`config.mk`:
```
export PLATFORM = sky130hd
export DESIGN_NAME = stock_commit_with_dedup_table_flat
export DESIGN_NICKNAME = d
export VERILOG_FILES = /design/src/rtl/scd_pkg.sv /design/src/rtl/scd_if.sv /design/src/rtl/scd_ctrl.sv /design/src/rtl/scd_dp.sv /design/src/rtl/stock_commit_with_dedup_table.sv /design/src/flat_wrapper.sv
export SDC_FILE = /design/constraint.sdc
export NUM_CORES = 1
export LEC_CHECK = 0
export BUFFER_PORTS_ARGS = -buffer_cell sky130_fd_sc_hd__buf_2
export CAP_MARGIN = 10
export CORE_MARGIN = 3
export CORE_UTILIZATION = 45
export DETAILED_ROUTE_END_ITERATION = 10
export PLACE_DENSITY = 0.6
export SLEW_MARGIN = 20
export SYNTH_ARGS = -nofsm -noshare
export SYNTH_HDL_FRONTEND = slang
export SYNTH_SLANG_ARGS = --single-unit
```
`constraint.sdc`:
```
create_clock -name clk -period 3.8 [get_ports clk]
set_input_delay 0.57 -clock clk [delete_from_list [all_inputs] [get_ports clk]]
set_output_delay 0.57 -clock clk [all_outputs]
set_load 0.02 [all_outputs]
```
`src/rtl/scd_pkg.sv`:
```
`timescale 1ns / 1ps
`default_nettype none
// ----------------------------------------------------------------------------
// Stock commit package
// Shared constants, operation and status codes, and the command and status
// structs that join the controller to the datapath.
// ----------------------------------------------------------------------------
package scd_pkg;

	localparam int NUM_CHANNELS = 16;
	localparam int RING_DEPTH   = 8;

	localparam int MASK_W = 16;
	localparam int CH_W   = (NUM_CHANNELS > 1) ? $clog2(NUM_CHANNELS) : 1;
	localparam int IDX_W  = (RING_DEPTH > 1) ? $clog2(RING_DEPTH) : 1;

	localparam logic [1:0] FN_COMMIT = 2'd0;
	localparam logic [1:0] FN_LOAD   = 2'd1;
	localparam logic [1:0] FN_READ   = 2'd2;
	localparam logic [1:0] FN_QUERY  = 2'd3;

	localparam logic [2:0] ST_OK          = 3'd0;
	localparam logic [2:0] ST_BAD_CHANNEL = 3'd1;
	localparam logic [2:0] ST_ALREADY     = 3'd2;
	localparam logic [2:0] ST_NO_STOCK    = 3'd3;
	localparam logic [2:0] ST_SAVE_FAIL   = 3'd4;

	typedef struct packed {
		logic capture;
		logic scan_en;
		logic finish;
	} dp_cmd_t;

	typedef struct packed {
		logic scan_last;
		logic out_free;
	} dp_sts_t;

endpackage
`default_nettype wire

```
`src/rtl/scd_if.sv`:
```
`timescale 1ns / 1ps
`default_nettype none
// ----------------------------------------------------------------------------
// Stock commit channels
// Request and response channels with a valid and ready handshake.
// ----------------------------------------------------------------------------
interface scd_req_if;
	logic        valid;
	logic        ready;
	logic [1:0]  func;
	logic [7:0]  channel;
	logic [63:0] txn_hash;
	logic [7:0]  load_value;
	logic        save_ok;

	modport source (output valid, func, channel, txn_hash, load_value, save_ok,
		input ready);
	modport sink (input valid, func, channel, txn_hash, load_value, save_ok,
		output ready);
endinterface

interface scd_rsp_if;
	logic       valid;
	logic       ready;
	logic [2:0] status;
	logic [7:0] stock_count;
	logic       found;

	modport source (output valid, status, stock_count, found, input ready);
	modport sink (input valid, status, stock_count, found, output ready);
endinterface
`default_nettype wire

```
`src/rtl/scd_ctrl.sv`:
```
`timescale 1ns / 1ps
`default_nettype none
// ----------------------------------------------------------------------------
// Stock commit controller
// Sequences capture, the ring scan and the final update of each request.
// ----------------------------------------------------------------------------
module scd_ctrl
	import scd_pkg::*;
(
	input  wire logic    clk,
	input  wire logic    arst_n,
	input  wire logic    req_valid,
	output logic         req_ready,
	input  wire dp_sts_t sts,
	output dp_cmd_t      cmd
);

	localparam logic [1:0] S_IDLE   = 2'd0;
	localparam logic [1:0] S_SCAN   = 2'd1;
	localparam logic [1:0] S_DECIDE = 2'd2;

	logic [1:0] state_q;
	logic [1:0] state_d;

	always_comb begin
		state_d     = state_q;
		cmd         = '0;
		req_ready   = 1'b0;
		unique case (state_q)
			S_IDLE: begin
				req_ready   = 1'b1;
				cmd.capture = req_valid;
				if (req_valid) begin
					state_d = S_SCAN;
				end
			end
			S_SCAN: begin
				cmd.scan_en = 1'b1;
				if (sts.scan_last) begin
					state_d = S_DECIDE;
				end
			end
			S_DECIDE: begin
				if (sts.out_free) begin
					cmd.finish = 1'b1;
					state_d    = S_IDLE;
				end
			end
			default: begin
				state_d = S_IDLE;
			end
		endcase
	end

	always_ff @(posedge clk or negedge arst_n) begin
		if (!arst_n) begin
			state_q <= S_IDLE;
		end else begin
			state_q <= state_d;
		end
	end

endmodule
`default_nettype wire

```
`src/rtl/scd_dp.sv`:
```
`timescale 1ns / 1ps
`default_nettype none
// ----------------------------------------------------------------------------
// Stock commit datapath
// Holds the stock counts, the transaction ring, the scan flags and the
// response register.
// ----------------------------------------------------------------------------
module scd_dp
	import scd_pkg::*;
(
	input  wire logic        clk,
	input  wire logic        arst_n,
	input  wire dp_cmd_t     cmd,
	output dp_sts_t          sts,
	input  wire logic [1:0]  in_func,
	input  wire logic [7:0]  in_channel,
	input  wire logic [63:0] in_txn_hash,
	input  wire logic [7:0]  in_load_value,
	input  wire logic        in_save_ok,
	output logic             out_valid,
	input  wire logic        out_ready,
	output logic [2:0]       out_status,
	output logic [7:0]       out_stock_count,
	output logic             out_found
);

	localparam logic [IDX_W-1:0] LAST_IDX = IDX_W'(RING_DEPTH - 1);

	logic [1:0]  func_q;
	logic [7:0]  channel_q;
	logic [63:0] hash_q;
	logic [7:0]  load_q;
	logic        save_q;

	logic [IDX_W-1:0] scan_idx_q;
	logic             pair_hit_q;
	logic             any_hit_q;
	logic             slot_same_q;
	logic [MASK_W-1:0] slot_mask_q;

	logic [7:0]        stock_q [NUM_CHANNELS];
	logic [63:0]       rec_hash_q [RING_DEPTH];
	logic [MASK_W-1:0] rec_mask_q [RING_DEPTH];
	logic [IDX_W-1:0]  next_slot_q;

	logic              out_valid_q;
	logic [2:0]        status_q;
	logic [7:0]        stock_count_q;
	logic              found_q;

	logic              ch_valid;
	logic [CH_W-1:0]   ch_idx;
	logic [MASK_W-1:0] ch_bit;
	logic              hit;
	logic [MASK_W-1:0] mask_rd;
	logic [7:0]        stock_rd;
	logic              commit_ok;
	logic              load_ok;
	logic [2:0]        status_d;
	logic [7:0]        stock_new;

	assign ch_valid = channel_q < 8'(NUM_CHANNELS);
	assign ch_idx   = channel_q[CH_W-1:0];
	assign ch_bit   = MASK_W'(1) << ch_idx;
	assign hit      = rec_hash_q[scan_idx_q] == hash_q;
	assign mask_rd  = rec_mask_q[scan_idx_q];
	assign stock_rd = ch_valid ? stock_q[ch_idx] : 8'd0;

	assign sts.scan_last = scan_idx_q == LAST_IDX;
	assign sts.out_free  = !out_valid_q || out_ready;

	always_comb begin
		status_d  = ST_OK;
		stock_new = stock_rd;
		commit_ok = 1'b0;
		load_ok   = 1'b0;
		case (func_q)
			FN_COMMIT: begin
				if (!ch_valid) begin
					status_d = ST_BAD_CHANNEL;
				end else if (pair_hit_q) begin
					status_d = ST_ALREADY;
				end else if (stock_rd == 8'd0) begin
					status_d = ST_NO_STOCK;
				end else if (!save_q) begin
					status_d = ST_SAVE_FAIL;
				end else begin
					commit_ok = 1'b1;
					stock_new = stock_rd - 8'd1;
				end
			end
			FN_LOAD: begin
				if (!ch_valid) begin
					status_d = ST_BAD_CHANNEL;
				end else begin
					load_ok   = 1'b1;
					stock_new = load_q;
				end
			end
			FN_READ: begin
				if (!ch_valid) begin
					status_d = ST_BAD_CHANNEL;
				end
			end
			default: begin
				status_d = ST_OK;
			end
		endcase
	end

	always_ff @(posedge clk) begin
		if (cmd.capture) begin
			func_q    <= in_func;
			channel_q <= in_channel;
			hash_q    <= (in_txn_hash == 64'd0) ? 64'd1 : in_txn_hash;
			load_q    <= in_load_value;
			save_q    <= in_save_ok;
		end
		if (cmd.scan_en && scan_idx_q == next_slot_q) begin
			slot_mask_q <= mask_rd;
		end
		if (cmd.finish) begin
			status_q      <= status_d;
			stock_count_q <= ch_valid ? stock_new : 8'd0;
			found_q       <= (func_q == FN_QUERY) && any_hit_q;
		end
	end

	always_ff @(posedge clk or negedge arst_n) begin
		if (!arst_n) begin
			scan_idx_q  <= '0;
			pair_hit_q  <= 1'b0;
			any_hit_q   <= 1'b0;
			slot_same_q <= 1'b0;
		end else if (cmd.capture) begin
			scan_idx_q  <= '0;
			pair_hit_q  <= 1'b0;
			any_hit_q   <= 1'b0;
			slot_same_q <= 1'b0;
		end else if (cmd.scan_en) begin
			if (!sts.scan_last) begin
				scan_idx_q <= scan_idx_q + IDX_W'(1);
			end
			if (hit && (mask_rd & ch_bit) != '0) begin
				pair_hit_q <= 1'b1;
			end
			if (hit && mask_rd != '0) begin
				any_hit_q <= 1'b1;
			end
			if (scan_idx_q == next_slot_q) begin
				slot_same_q <= hit;
			end
		end
	end

	always_ff @(posedge clk or negedge arst_n) begin
		if (!arst_n) begin
			for (int i = 0; i < NUM_CHANNELS; i++) begin
				stock_q[i] <= 8'd0;
			end
			for (int i = 0; i < RING_DEPTH; i++) begin
				rec_hash_q[i] <= 64'd0;
				rec_mask_q[i] <= '0;
			end
			next_slot_q <= '0;
		end else if (cmd.finish) begin
			if (commit_ok || load_ok) begin
				stock_q[ch_idx] <= stock_new;
			end
			if (commit_ok) begin
				rec_hash_q[next_slot_q] <= hash_q;
				rec_mask_q[next_slot_q] <= slot_same_q ? (slot_mask_q | ch_bit) : ch_bit;
				next_slot_q <= (next_slot_q == LAST_IDX) ? '0 : next_slot_q + IDX_W'(1);
			end
		end
	end

	always_ff @(posedge clk or negedge arst_n) begin
		if (!arst_n) begin
			out_valid_q <= 1'b0;
		end else if (cmd.finish) begin
			out_valid_q <= 1'b1;
		end else if (out_ready) begin
			out_valid_q <= 1'b0;
		end
	end

	assign out_valid       = out_valid_q;
	assign out_status      = status_q;
	assign out_stock_count = stock_count_q;
	assign out_found       = found_q;

endmodule
`default_nettype wire

```
`src/rtl/stock_commit_with_dedup_table.sv`:
```
`timescale 1ns / 1ps
`default_nettype none
// ----------------------------------------------------------------------------
// Stock commit with deduplication ring
// Per-channel stock counts with a ring of recent transaction records that
// rejects repeated commits of the same transaction on the same channel.
// ----------------------------------------------------------------------------
// Every request is captured, then scanned against the ring, which compares
// the transaction hash against each stored record in turn, and is finished
// by applying the update and loading the response register. The response
// register holds the result until it is taken, while the next request is
// already accepted; a request whose response register is still occupied
// waits in the final step. Results come out in request order, one per
// request.
module stock_commit_with_dedup_table
	import scd_pkg::*;
(
	input  wire logic clk,
	input  wire logic arst_n,
	scd_req_if.sink   req,
	scd_rsp_if.source rsp
);

	dp_cmd_t cmd;
	dp_sts_t sts;
	logic    req_ready;

	assign req.ready = req_ready;

	scd_ctrl u_ctrl (
		.clk       (clk),
		.arst_n    (arst_n),
		.req_valid (req.valid),
		.req_ready (req_ready),
		.sts       (sts),
		.cmd       (cmd)
	);

	scd_dp u_dp (
		.clk             (clk),
		.arst_n          (arst_n),
		.cmd             (cmd),
		.sts             (sts),
		.in_func         (req.func),
		.in_channel      (req.channel),
		.in_txn_hash     (req.txn_hash),
		.in_load_value   (req.load_value),
		.in_save_ok      (req.save_ok),
		.out_valid       (rsp.valid),
		.out_ready       (rsp.ready),
		.out_status      (rsp.status),
		.out_stock_count (rsp.stock_count),
		.out_found       (rsp.found)
	);

	a_single_request: assert property (@(posedge clk) disable iff (!arst_n)
		req.valid && req.ready |=> !req.ready)
		else $error("A second request was accepted while one was in progress.");

	a_bad_channel_zero: assert property (@(posedge clk) disable iff (!arst_n)
		rsp.valid && rsp.status == ST_BAD_CHANNEL |-> rsp.stock_count == 8'd0)
		else $error("An invalid channel response carries a nonzero stock count.");

	a_found_ok: assert property (@(posedge clk) disable iff (!arst_n)
		rsp.valid && rsp.found |-> rsp.status == ST_OK)
		else $error("A found flag was raised on a response that is not ok.");

	a_finish_free: assert property (@(posedge clk) disable iff (!arst_n)
		cmd.finish |-> sts.out_free)
		else $error("The response register was overwritten before its transfer.");

endmodule
`default_nettype wire
```
`src/flat_wrapper.sv`:
```
// flat-port wrapper written by rule: the top's interface ports become plain ports
module stock_commit_with_dedup_table_flat import scd_pkg::*;
  (clk, arst_n, req_valid, req_func, req_channel, req_txn_hash, req_load_value, req_save_ok, req_ready, rsp_valid, rsp_status, rsp_stock_count, rsp_found, rsp_ready);
  scd_req_if req_i ();
  scd_rsp_if rsp_i ();
  input  wire logic clk;
  input  wire logic arst_n;
  input wire logic [$bits(req_i.valid)-1:0] req_valid;
  input wire logic [$bits(req_i.func)-1:0] req_func;
  input wire logic [$bits(req_i.channel)-1:0] req_channel;
  input wire logic [$bits(req_i.txn_hash)-1:0] req_txn_hash;
  input wire logic [$bits(req_i.load_value)-1:0] req_load_value;
  input wire logic [$bits(req_i.save_ok)-1:0] req_save_ok;
  output wire logic [$bits(req_i.ready)-1:0] req_ready;
  output wire logic [$bits(rsp_i.valid)-1:0] rsp_valid;
  output wire logic [$bits(rsp_i.status)-1:0] rsp_status;
  output wire logic [$bits(rsp_i.stock_count)-1:0] rsp_stock_count;
  output wire logic [$bits(rsp_i.found)-1:0] rsp_found;
  input wire logic [$bits(rsp_i.ready)-1:0] rsp_ready;
  assign req_i.valid = req_valid;
  assign req_i.func = req_func;
  assign req_i.channel = req_channel;
  assign req_i.txn_hash = req_txn_hash;
  assign req_i.load_value = req_load_value;
  assign req_i.save_ok = req_save_ok;
  assign req_ready = req_i.ready;
  assign rsp_valid = rsp_i.valid;
  assign rsp_status = rsp_i.status;
  assign rsp_stock_count = rsp_i.stock_count;
  assign rsp_found = rsp_i.found;
  assign rsp_i.ready = rsp_ready;
  stock_commit_with_dedup_table u_core (.clk(clk), .arst_n(arst_n), .req(req_i), .rsp(rsp_i));
endmodule
```
==> flow_metrics.tcl, run 1 <==
set metrics [dict create \
    status "completed" \
    starting_density_of_the_core 0.457 \
    post_synth.cell_area_avg_um2 14.4 \
    die_h_um 307 \
    dieWidth_um 307 \
    dominantRegCellSynth "sky130_fd_sc_hd__dfrtp_1" \
    grt_overflow_total 0 \
    count_of_flip_flops_with_a_built_in_enable_after_synthesis 111 \
    timing.critical_path.fanout_max 42 \
    drt_iter0_markers 1613 \
    gr-usage-all-layers 0.213 \
    synth_warnings 0 \
    clk_root_buffer_cell "sky130_fd_sc_hd__clkbuf_16" \
    vias 24000 \
    max_clock_freq_mhz 276 \
    synth_cells 2823 \
    cts.htree.levels 3 \
    postRouteWirelength_mm 99.9 \
    routed_via_count_divided_by_cell_count 5.83 \
    placement_rows 109 \
    post-route-cell-area_um2 46500 \
    irDropWorstVdd_uv 363 \
    met3WireLength_mm 4.35 \
    finalSetupViolCount 0 \
    non_filler_cells_in_the_finished_layout 4118 \
    worstSkewPairLatency_ns 0.67 \
    critical_path_required_ns 4.33 \
    path_class "reg2reg" \
    clock_transition_time_at_the_flip_flop_clock_pins_of_the_worst_setup_and_hold_paths_ns 0.06 \
    yosys_register_bits 891 \
    final-max-slew-violation-count 0 \
    power.static_leakage_nw 21.4 \
    drv_cap 0 \
    hold_path.class "in2reg" \
    cts_buffers 98 \
    antenna_found_initial 1 \
    design.core.area_um2 89100 \
    clk_path_buf_depth 3 \
    setup_repair_after_global_routing_missed_its_margin "yes" \
    timing.clock.skew_ns 0.0239 \
    synthesis.area_um2 40700 \
    clock_tree_from_tritoncts "yes" \
    detailed_place_hpwl_mm 64.5 \
    antenna_left 0 \
    buffer_ports.inserted 100 \
    worst_hold_slack_ns 0.0911 \
    powerDensity_nw_per_um2 509 \
    fin_crit_sh 0.953 \
    wire_per_inst_um 24.2 \
    timing.final.crit_period_ns 3.62 \
    crit_arrival_ns 4.16 \
    r2r_setup_slack_ns 0.18 \
    antenna_cells 0 \
    grt_pass1_vias 25700 \
    setup_total_negative_slack_ns 0 \
    final_net_count 2963 \
    post_route_cells_drive_above_1_share 0.415 \
    asyncSetResetFlopFracSynth 0.875 \
    dp_area_um2 42900 \
    clock_sink_count 891 \
    worst_setup_path_end_kind "register" \
    first_pass_iters 5 \
    ioPinCount 101 \
    ys_seq_area_frac 0.561 \
    signed_area_change_from_the_synthesized_netlist_to_the_final_layout_pct 14.2 \
    timing_hold_violations_final 0 \
    worstSetupStartpointType "register" \
    route.detailed.drc 0 \
    place.gp.congestion 0.882 \
    first_pass_grt_wire_length_mm 156 \
    max_slew.worst_pin.slew_ns 0.835 \
    top_signal_layer_used "met4" \
    netlist-cell-type-count 73 \
    floorplan.die_area_um2 94100 \
    max_slew_headroom 0.444 \
    placed_cells 3926 \
    synthesis.nets 2918 \
    final_core_util 0.522 \
    met2WireLength_mm 49.4 \
    maximum_number_of_pins_on_one_net_before_global_route_repair 97 \
    m1WireLength_mm 43.1 \
]
-- per-layer routing --
metal	vias up	track usage
li1	10400	-
met1	12800	0.289
met2	577	0.359
met3	172	0.0309
met4	0	0.0671
met5	-	0
-- sequential cells by signal (all words and copies together) (netlist names), 3 cells and up --
register and cells:
u_core.u_dp.out_stock_count 8, u_core.u_dp.slot_mask_q 16, u_core.u_dp.next_slot_q 3, u_core.u_dp.out_status 3, u_core.u_dp.hash_q 64, u_core.u_dp.rec_hash_q 512
u_core.u_dp.channel_q 8, u_core.u_dp.scan_idx_q 3, u_core.u_dp.load_q 8, u_core.u_dp.rec_mask_q 128, u_core.u_dp.stock_q 128
-- kinds of logic (layout without fill, tap and decap cells) --
| family | after synthesis | in the layout | share of synthesized area |
|---|---|---|---|
| flops | 891 | 891 | 0.561 |
| buf+inv | 332 | 462 | 0.0409 |
| compound gates | 307 | 307 | 0.0437 |
| simple gates | 336 | 336 | 0.0402 |
| fa+ha+maj | 8 | 8 | 0.00246 |
| mux | 878 | 878 | 0.296 |
| xor+xnor | 71 | 71 | 0.0153 |
-- placed cells by master, fill, tap and decap left out, types with 66 or more instances in the layout --
cell	n
sky130_fd_sc_hd__nand2_1	100
sky130_fd_sc_hd__mux2_2	573
sky130_fd_sc_hd__o21ai_0	127
sky130_fd_sc_hd__mux2i_1	86
sky130_fd_sc_hd__dfrtp_1	777
sky130_fd_sc_hd__nor2_1	99
sky130_fd_sc_hd__buf_2	99
sky130_fd_sc_hd__edfxtp_1	111
sky130_fd_sc_hd__xnor2_1	66
sky130_fd_sc_hd__buf_4	102
sky130_fd_sc_hd__clkbuf_16	102
sky130_fd_sc_hd__mux4_2	183
sky130_fd_sc_hd__a21oi_1	96
-- what timing repair did --
action / in CTS / in global routing
hold endpoints to repair: 62 / 0
hold buffers: 1 / 0
cloned: 0 / 2
gates resized for setup: 2 / 6
buffers inserted: 2 / 2
setup endpoints to repair: 45 / 508
-- synth_stat cells, drive strengths merged, types with 4 or more instances --
library cell / count / area share
dfrtp: 780 / 0.48
mux2: 602 / 0.17
mux4: 190 / 0.11
buf: 168 / 0.024
clkbuf: 136 / 0.013
o21ai: 130 / 0.016
edfxtp: 111 / 0.082
nand2: 101 / 0.0094
nor2: 100 / 0.0093
a21oi: 96 / 0.012
mux2i: 86 / 0.021
xnor2: 66 / 0.014
nor4: 36 / 0.0055
a22oi: 29 / 0.0053
nand3: 22 / 0.0028
inv: 20 / 0.0018
a31oi: 18 / 0.0028
nand2b: 17 / 0.0026
nand4: 13 / 0.0022
and2: 11 / 0.0017
a22o: 9 / 0.0019
nor2b: 9 / 0.0014
ha: 8 / 0.0025
clkdlybuf4s25: 5 / 0.0012
xor2: 5 / 0.0011
and3: 4 / 0.00061
and4: 4 / 0.00086
nor3: 4 / 0.00049
-- final timing paths --
kind | from | to | depth (start not counted)
setup / recovery | u_core.u_dp.channel_q[0]$_DFFE_PP_ | u_core.u_dp.rec_hash_q[382]$_DFFE_PN0P_ | 14
hold / removal | req_txn_hash[4] | u_core.u_dp.hash_q[4]$_SDFFCE_PN0P_ | 1
setup reg to reg | u_core.u_dp.channel_q[0]$_DFFE_PP_ | u_core.u_dp.rec_hash_q[382]$_DFFE_PN0P_ | 14
hold reg to reg | u_core.u_dp.rec_mask_q[49]$_DFFE_PN0P_ | u_core.u_dp.rec_mask_q[49]$_DFFE_PN0P_ | 2
max in group asynchronous | arst_n | u_core.u_dp.rec_hash_q[329]$_DFFE_PN0P_ | 3
min in group asynchronous | arst_n | u_core.u_dp.rec_hash_q[450]$_DFFE_PN0P_ | 2
-- stage by stage --
stage	power (mW)	setup WS (ns)
after floorplan	12.6	0.00994
after global placement	14.1	-0.0658
after detailed placement	14.1	-0.0251
after CTS	24.0	0.0176
after global routing	24.6	-0.0171
final	23.6	0.178
-- worst max-delay path: stages, from the launching register on --
cell	delay (ns)
sky130_fd_sc_hd__edfxtp_1	0.41
sky130_fd_sc_hd__buf_12	0.17
sky130_fd_sc_hd__mux4_2	0.51
sky130_fd_sc_hd__a22oi_1	0.21
sky130_fd_sc_hd__nand2_1	0.12
sky130_fd_sc_hd__nand2_1	0.09
sky130_fd_sc_hd__ha_1	0.22
sky130_fd_sc_hd__inv_1	0.09
sky130_fd_sc_hd__a221oi_4	0.19
sky130_fd_sc_hd__and4_4	0.31
sky130_fd_sc_hd__a211oi_4	0.10
sky130_fd_sc_hd__buf_12	0.18
sky130_fd_sc_hd__nand4bb_4	0.17
sky130_fd_sc_hd__buf_12	0.29
sky130_fd_sc_hd__mux2_2	0.38
-- power by group --
| part | internal [mW] | switching [mW] | leakage [nW] |
|---|---|---|---|
| Clock | 5.87 | 3.92 | 1.67 |
| Combinational | 1.46 | 2.00 | 7.78 |
| Sequential | 9.94 | 0.455 | 11.9 |
| Total | 17.3 | 6.38 | 21.4 |
-- final cells by class --
| cell class | count | area (µm²) |
|---|---|---|
| Tap cell | 1165 | 1460 |
| Clock buffer | 154 | 3010 |
| Fill cell | 7265 | 42600 |
| Inverter | 21 | 81.3 |
| Multi-Input combinational cell | 1600 | 16300 |
| Clock inverter | 31 | 410 |
| Sequential cell | 891 | 22900 |
| Timing Repair Buffer | 256 | 2370 |
(Power assumes the default switching activity.)
==> inputs of run 2 (changes only) <==
--- a/config.mk
+++ b/config.mk
@@ -8,9 +8,9 @@
 export BUFFER_PORTS_ARGS = -buffer_cell sky130_fd_sc_hd__buf_2
 export CAP_MARGIN = 10
 export CORE_MARGIN = 3
-export CORE_UTILIZATION = 45
+export CORE_UTILIZATION = 30
 export DETAILED_ROUTE_END_ITERATION = 10
-export PLACE_DENSITY = 0.6
+export PLACE_DENSITY = 0.43
 export SLEW_MARGIN = 20
 export SYNTH_ARGS = -nofsm -noshare
 export SYNTH_HDL_FRONTEND = slang
==> run 2 against run 1 <==
  * Routed wire length grew 14%
  * Critical path depth is the same
  * Cell area grew 3.5%
  * Maximum frequency grew 0.18%
  * Critical endpoint is now u_core.u_dp.rec_hash_q[203]$_DFFE_PN0P_
  * Critical path type unchanged
  * Power grew 3.1%
  * Sequential power is essentially flat
  * Worst hold slack lost 0.033 ns
==> flow_metrics.tcl, run 2 (synthesized netlist as in run 1, its figures left out) <==
set metrics [dict create \
    status "completed" \
    hold-path-cell-count 1 \
    postRouteWirelength_mm 114 \
    timing.hold.worst.start "req_channel[0]" \
    gr-usage-all-layers 0.163 \
    power.static_leakage_nw 21.8 \
    route.detailed.drc 0 \
    met3_resource_use_gr 0.0238 \
    global_route.usage.met2 0.271 \
    detailed_place_hpwl_mm 74.5 \
    timing_hold_violations_final 0 \
    design.core.area_um2 134000 \
    first_pass_grt_wire_length_mm 174 \
    layout_top_registers "u_core.u_dp.rec_hash_q (512), u_core.u_dp.rec_mask_q (128), u_core.u_dp.stock_q (128)" \
    critical_path.cell_chain "buf_12, mux4_2, a22oi_2, nand2_1, nand2_1, ha_1, inv_1, a221oi_4, and4_4, a211oi_2, buf_12, nand3_4, buf_12, mux2_2" \
    floorplan.die_area_um2 140000 \
    worst_setup_path_end_kind "register" \
    max_slew.worst_pin.slew_ns 1.12 \
    die_h_um 374 \
    hold_path.class "in2reg" \
    crit_arrival_ns 4.21 \
    clock_tree_from_tritoncts "yes" \
    setup_total_negative_slack_ns 0 \
    crit_path_max_incr_delay_ns 0.53 \
    clock_transition_time_at_the_flip_flop_clock_pins_of_the_worst_setup_and_hold_paths_ns 0.06 \
    drt_iter0_markers 1266 \
    cp_slowest_cell "sky130_fd_sc_hd__mux4_2" \
    antenna_found_initial 3 \
    cts.htree.levels 3 \
    groute.layer.met1.usage 0.223 \
    signed_area_change_from_the_synthesized_netlist_to_the_final_layout_pct 18.1 \
    vias 24000 \
    place.gp.congestion 0.791 \
    max_slew_headroom 0.254 \
    routed_via_count_divided_by_cell_count 4.99 \
    min_to "u_core.u_dp.channel_q[0]$_DFFE_PP_" \
    starting_density_of_the_core 0.303 \
    grt_overflow_total 0 \
    r2r_setup_slack_ns 0.18 \
    maximum_number_of_pins_on_one_net_before_global_route_repair 88 \
    worstSetupStartpointType "register" \
    rr_startpoint "u_core.u_dp.channel_q[0]$_DFFE_PP_" \
    clock_sink_count 891 \
    layout_common_cells "777 x sky130_fd_sc_hd__dfrtp_1, 573 x sky130_fd_sc_hd__mux2_2, 183 x sky130_fd_sc_hd__mux4_2" \
    path_class "reg2reg" \
    antenna_left 0 \
    timing.critical_path.fanout_max 22 \
    worstSkewPairLatency_ns 0.73 \
    registers.top_by_ff_count "u_core.u_dp.rec_hash_q" \
    first_pass_iters 5 \
    dieWidth_um 374 \
    wire_per_inst_um 23.6 \
    fin_crit_sh 0.952 \
    cts_buffers 105 \
    max_clock_freq_mhz 277 \
    mostFrequentLayoutCell "sky130_fd_sc_hd__dfrtp_1" \
    critical_path_required_ns 4.40 \
    buffer_ports.inserted 100 \
    irDropWorstVdd_uv 326 \
    clk_path_buf_depth 3 \
    ioPinCount 101 \
    timing.final.crit_period_ns 3.62 \
    non_filler_cells_in_the_finished_layout 4808 \
    setup_repair_after_global_routing_missed_its_margin "no" \
    placed_cells 4556 \
    final_net_count 3044 \
    most_frequent_cell_on_the_critical_path "sky130_fd_sc_hd__buf_12" \
    timing.clock.skew_ns 0.0351 \
    post_route_cells_drive_above_1_share 0.418 \
    rr_endpoint "u_core.u_dp.rec_hash_q[203]$_DFFE_PN0P_" \
    grt-busiest-layer "met2" \
    rr_worst_depth 14 \
    placement_rows 134 \
    drv_cap 0 \
    max_ffs_per_register 512 \
    finalSetupViolCount 0 \
    final-max-slew-violation-count 0 \
    grt_pass1_vias 26400 \
    powerDensity_nw_per_um2 507 \
    clk_root_buffer_cell "sky130_fd_sc_hd__clkbuf_16" \
]
run 2: cell count changes in the layout (fill, tap and decap cells not counted), sizes merged:
cell | before | now
clkinv | 19 | 29
inv | 23 | 22
buf | 253 | 281
dlygate4sd3 | 1 | 49
clkbuf | 156 | 161
clkinvlp | 4 | 1
diode | 0 | 1
bufinv | 6 | 5
run 2: timing repair:
item / 4_1_cts / 5_1_grt
hold buffers: 49 / 0
pin swaps: 0 / 1
hold endpoints to repair: 91 / 0
buffers inserted: 0 / 5
setup endpoints to repair: 59 / 523
gates resized for setup: 2 / 9
run 2: through the flow:
| step | total power [mW] | cell area, µm² | utilization | hold slack (ns) | setup slack [ns] |
|---|---|---|---|---|---|
| final | 24.4 | 48100 | 0.359 | 0.0580 | 0.184 |
| after detailed placement | 14.3 | 43900 | 0.327 | 0.467 | -0.0620 |
| after global routing | 25.5 | 48100 | 0.358 | 0.0199 | 0.000711 |
| after CTS | 24.9 | 48000 | 0.358 | 0.00222 | 0.00546 |
| after global placement | 14.3 | 43900 | 0.327 | 0.457 | -0.0428 |
| after floorplan | 12.6 | 40700 | - | 0.274 | 0.00994 |
run 2: final cells by class:
type / count / area (µm²)
Clock inverter: 36 / 403
Sequential cell: 891 / 22900
Clock buffer: 161 / 3200
Fill cell: 12700 / 86000
Inverter: 21 / 81.3
Tap cell: 1768 / 2210
Timing Repair Buffer: 330 / 3010
Multi-Input combinational cell: 1600 / 16300
Antenna cell: 1 / 2.50
run 2: worst max-delay path by stage:
stage / startpoint / end / slack [ns] / depth (start not counted)
4_1_cts: u_core.u_dp.scan_idx_q[0]$_DFFE_PN0P_ / u_core.u_dp.pair_hit_q$_DFFE_PN0P_ / 0.005 / 11
5_1_grt: u_core.u_dp.channel_q[0]$_DFFE_PP_ / u_core.u_dp.rec_mask_q[52]$_DFFE_PN0P_ / 0.0007 / 15
2_1_floorplan: u_core.u_dp.channel_q[0]$_DFFE_PP_ / u_core.u_dp.rec_hash_q[120]$_DFFE_PN0P_ / 0.01 / 19
3_5_place_dp: u_core.u_dp.channel_q[0]$_DFFE_PP_ / u_core.u_dp.stock_q[88]$_DFFE_PN0P_ / -0.06 / 13
3_3_place_gp: u_core.u_dp.channel_q[1]$_DFFE_PP_ / u_core.u_dp.stock_q[50]$_DFFE_PN0P_ / -0.04 / 13
6_report: u_core.u_dp.channel_q[0]$_DFFE_PP_ / u_core.u_dp.rec_hash_q[203]$_DFFE_PN0P_ / 0.18 / 14
run 2: power breakdown:
group | switching (mW) | internal, mW
Combinational | 2.13 | 1.52
Clock | 4.16 | 6.15
Sequential | 0.476 | 9.95
Total | 6.77 | 17.6
run 2: critical path: cells and delay by family, from the launching register on:
family	cells	cell delay, ns
muxes	2	0.90
and+or+nand+nor	4	0.75
buffers and inverters	4	0.68
AOI/OAI and AO/OA	3	0.51
DFF	1	0.37
adders and majority gates	1	0.20
run 2: routing by layer:
layer,routed length (µm),vias to the layer above
met5,0,-
met4,2840,0
met3,3090,159
met2,55500,354
met1,52100,13000
li1,-,10500
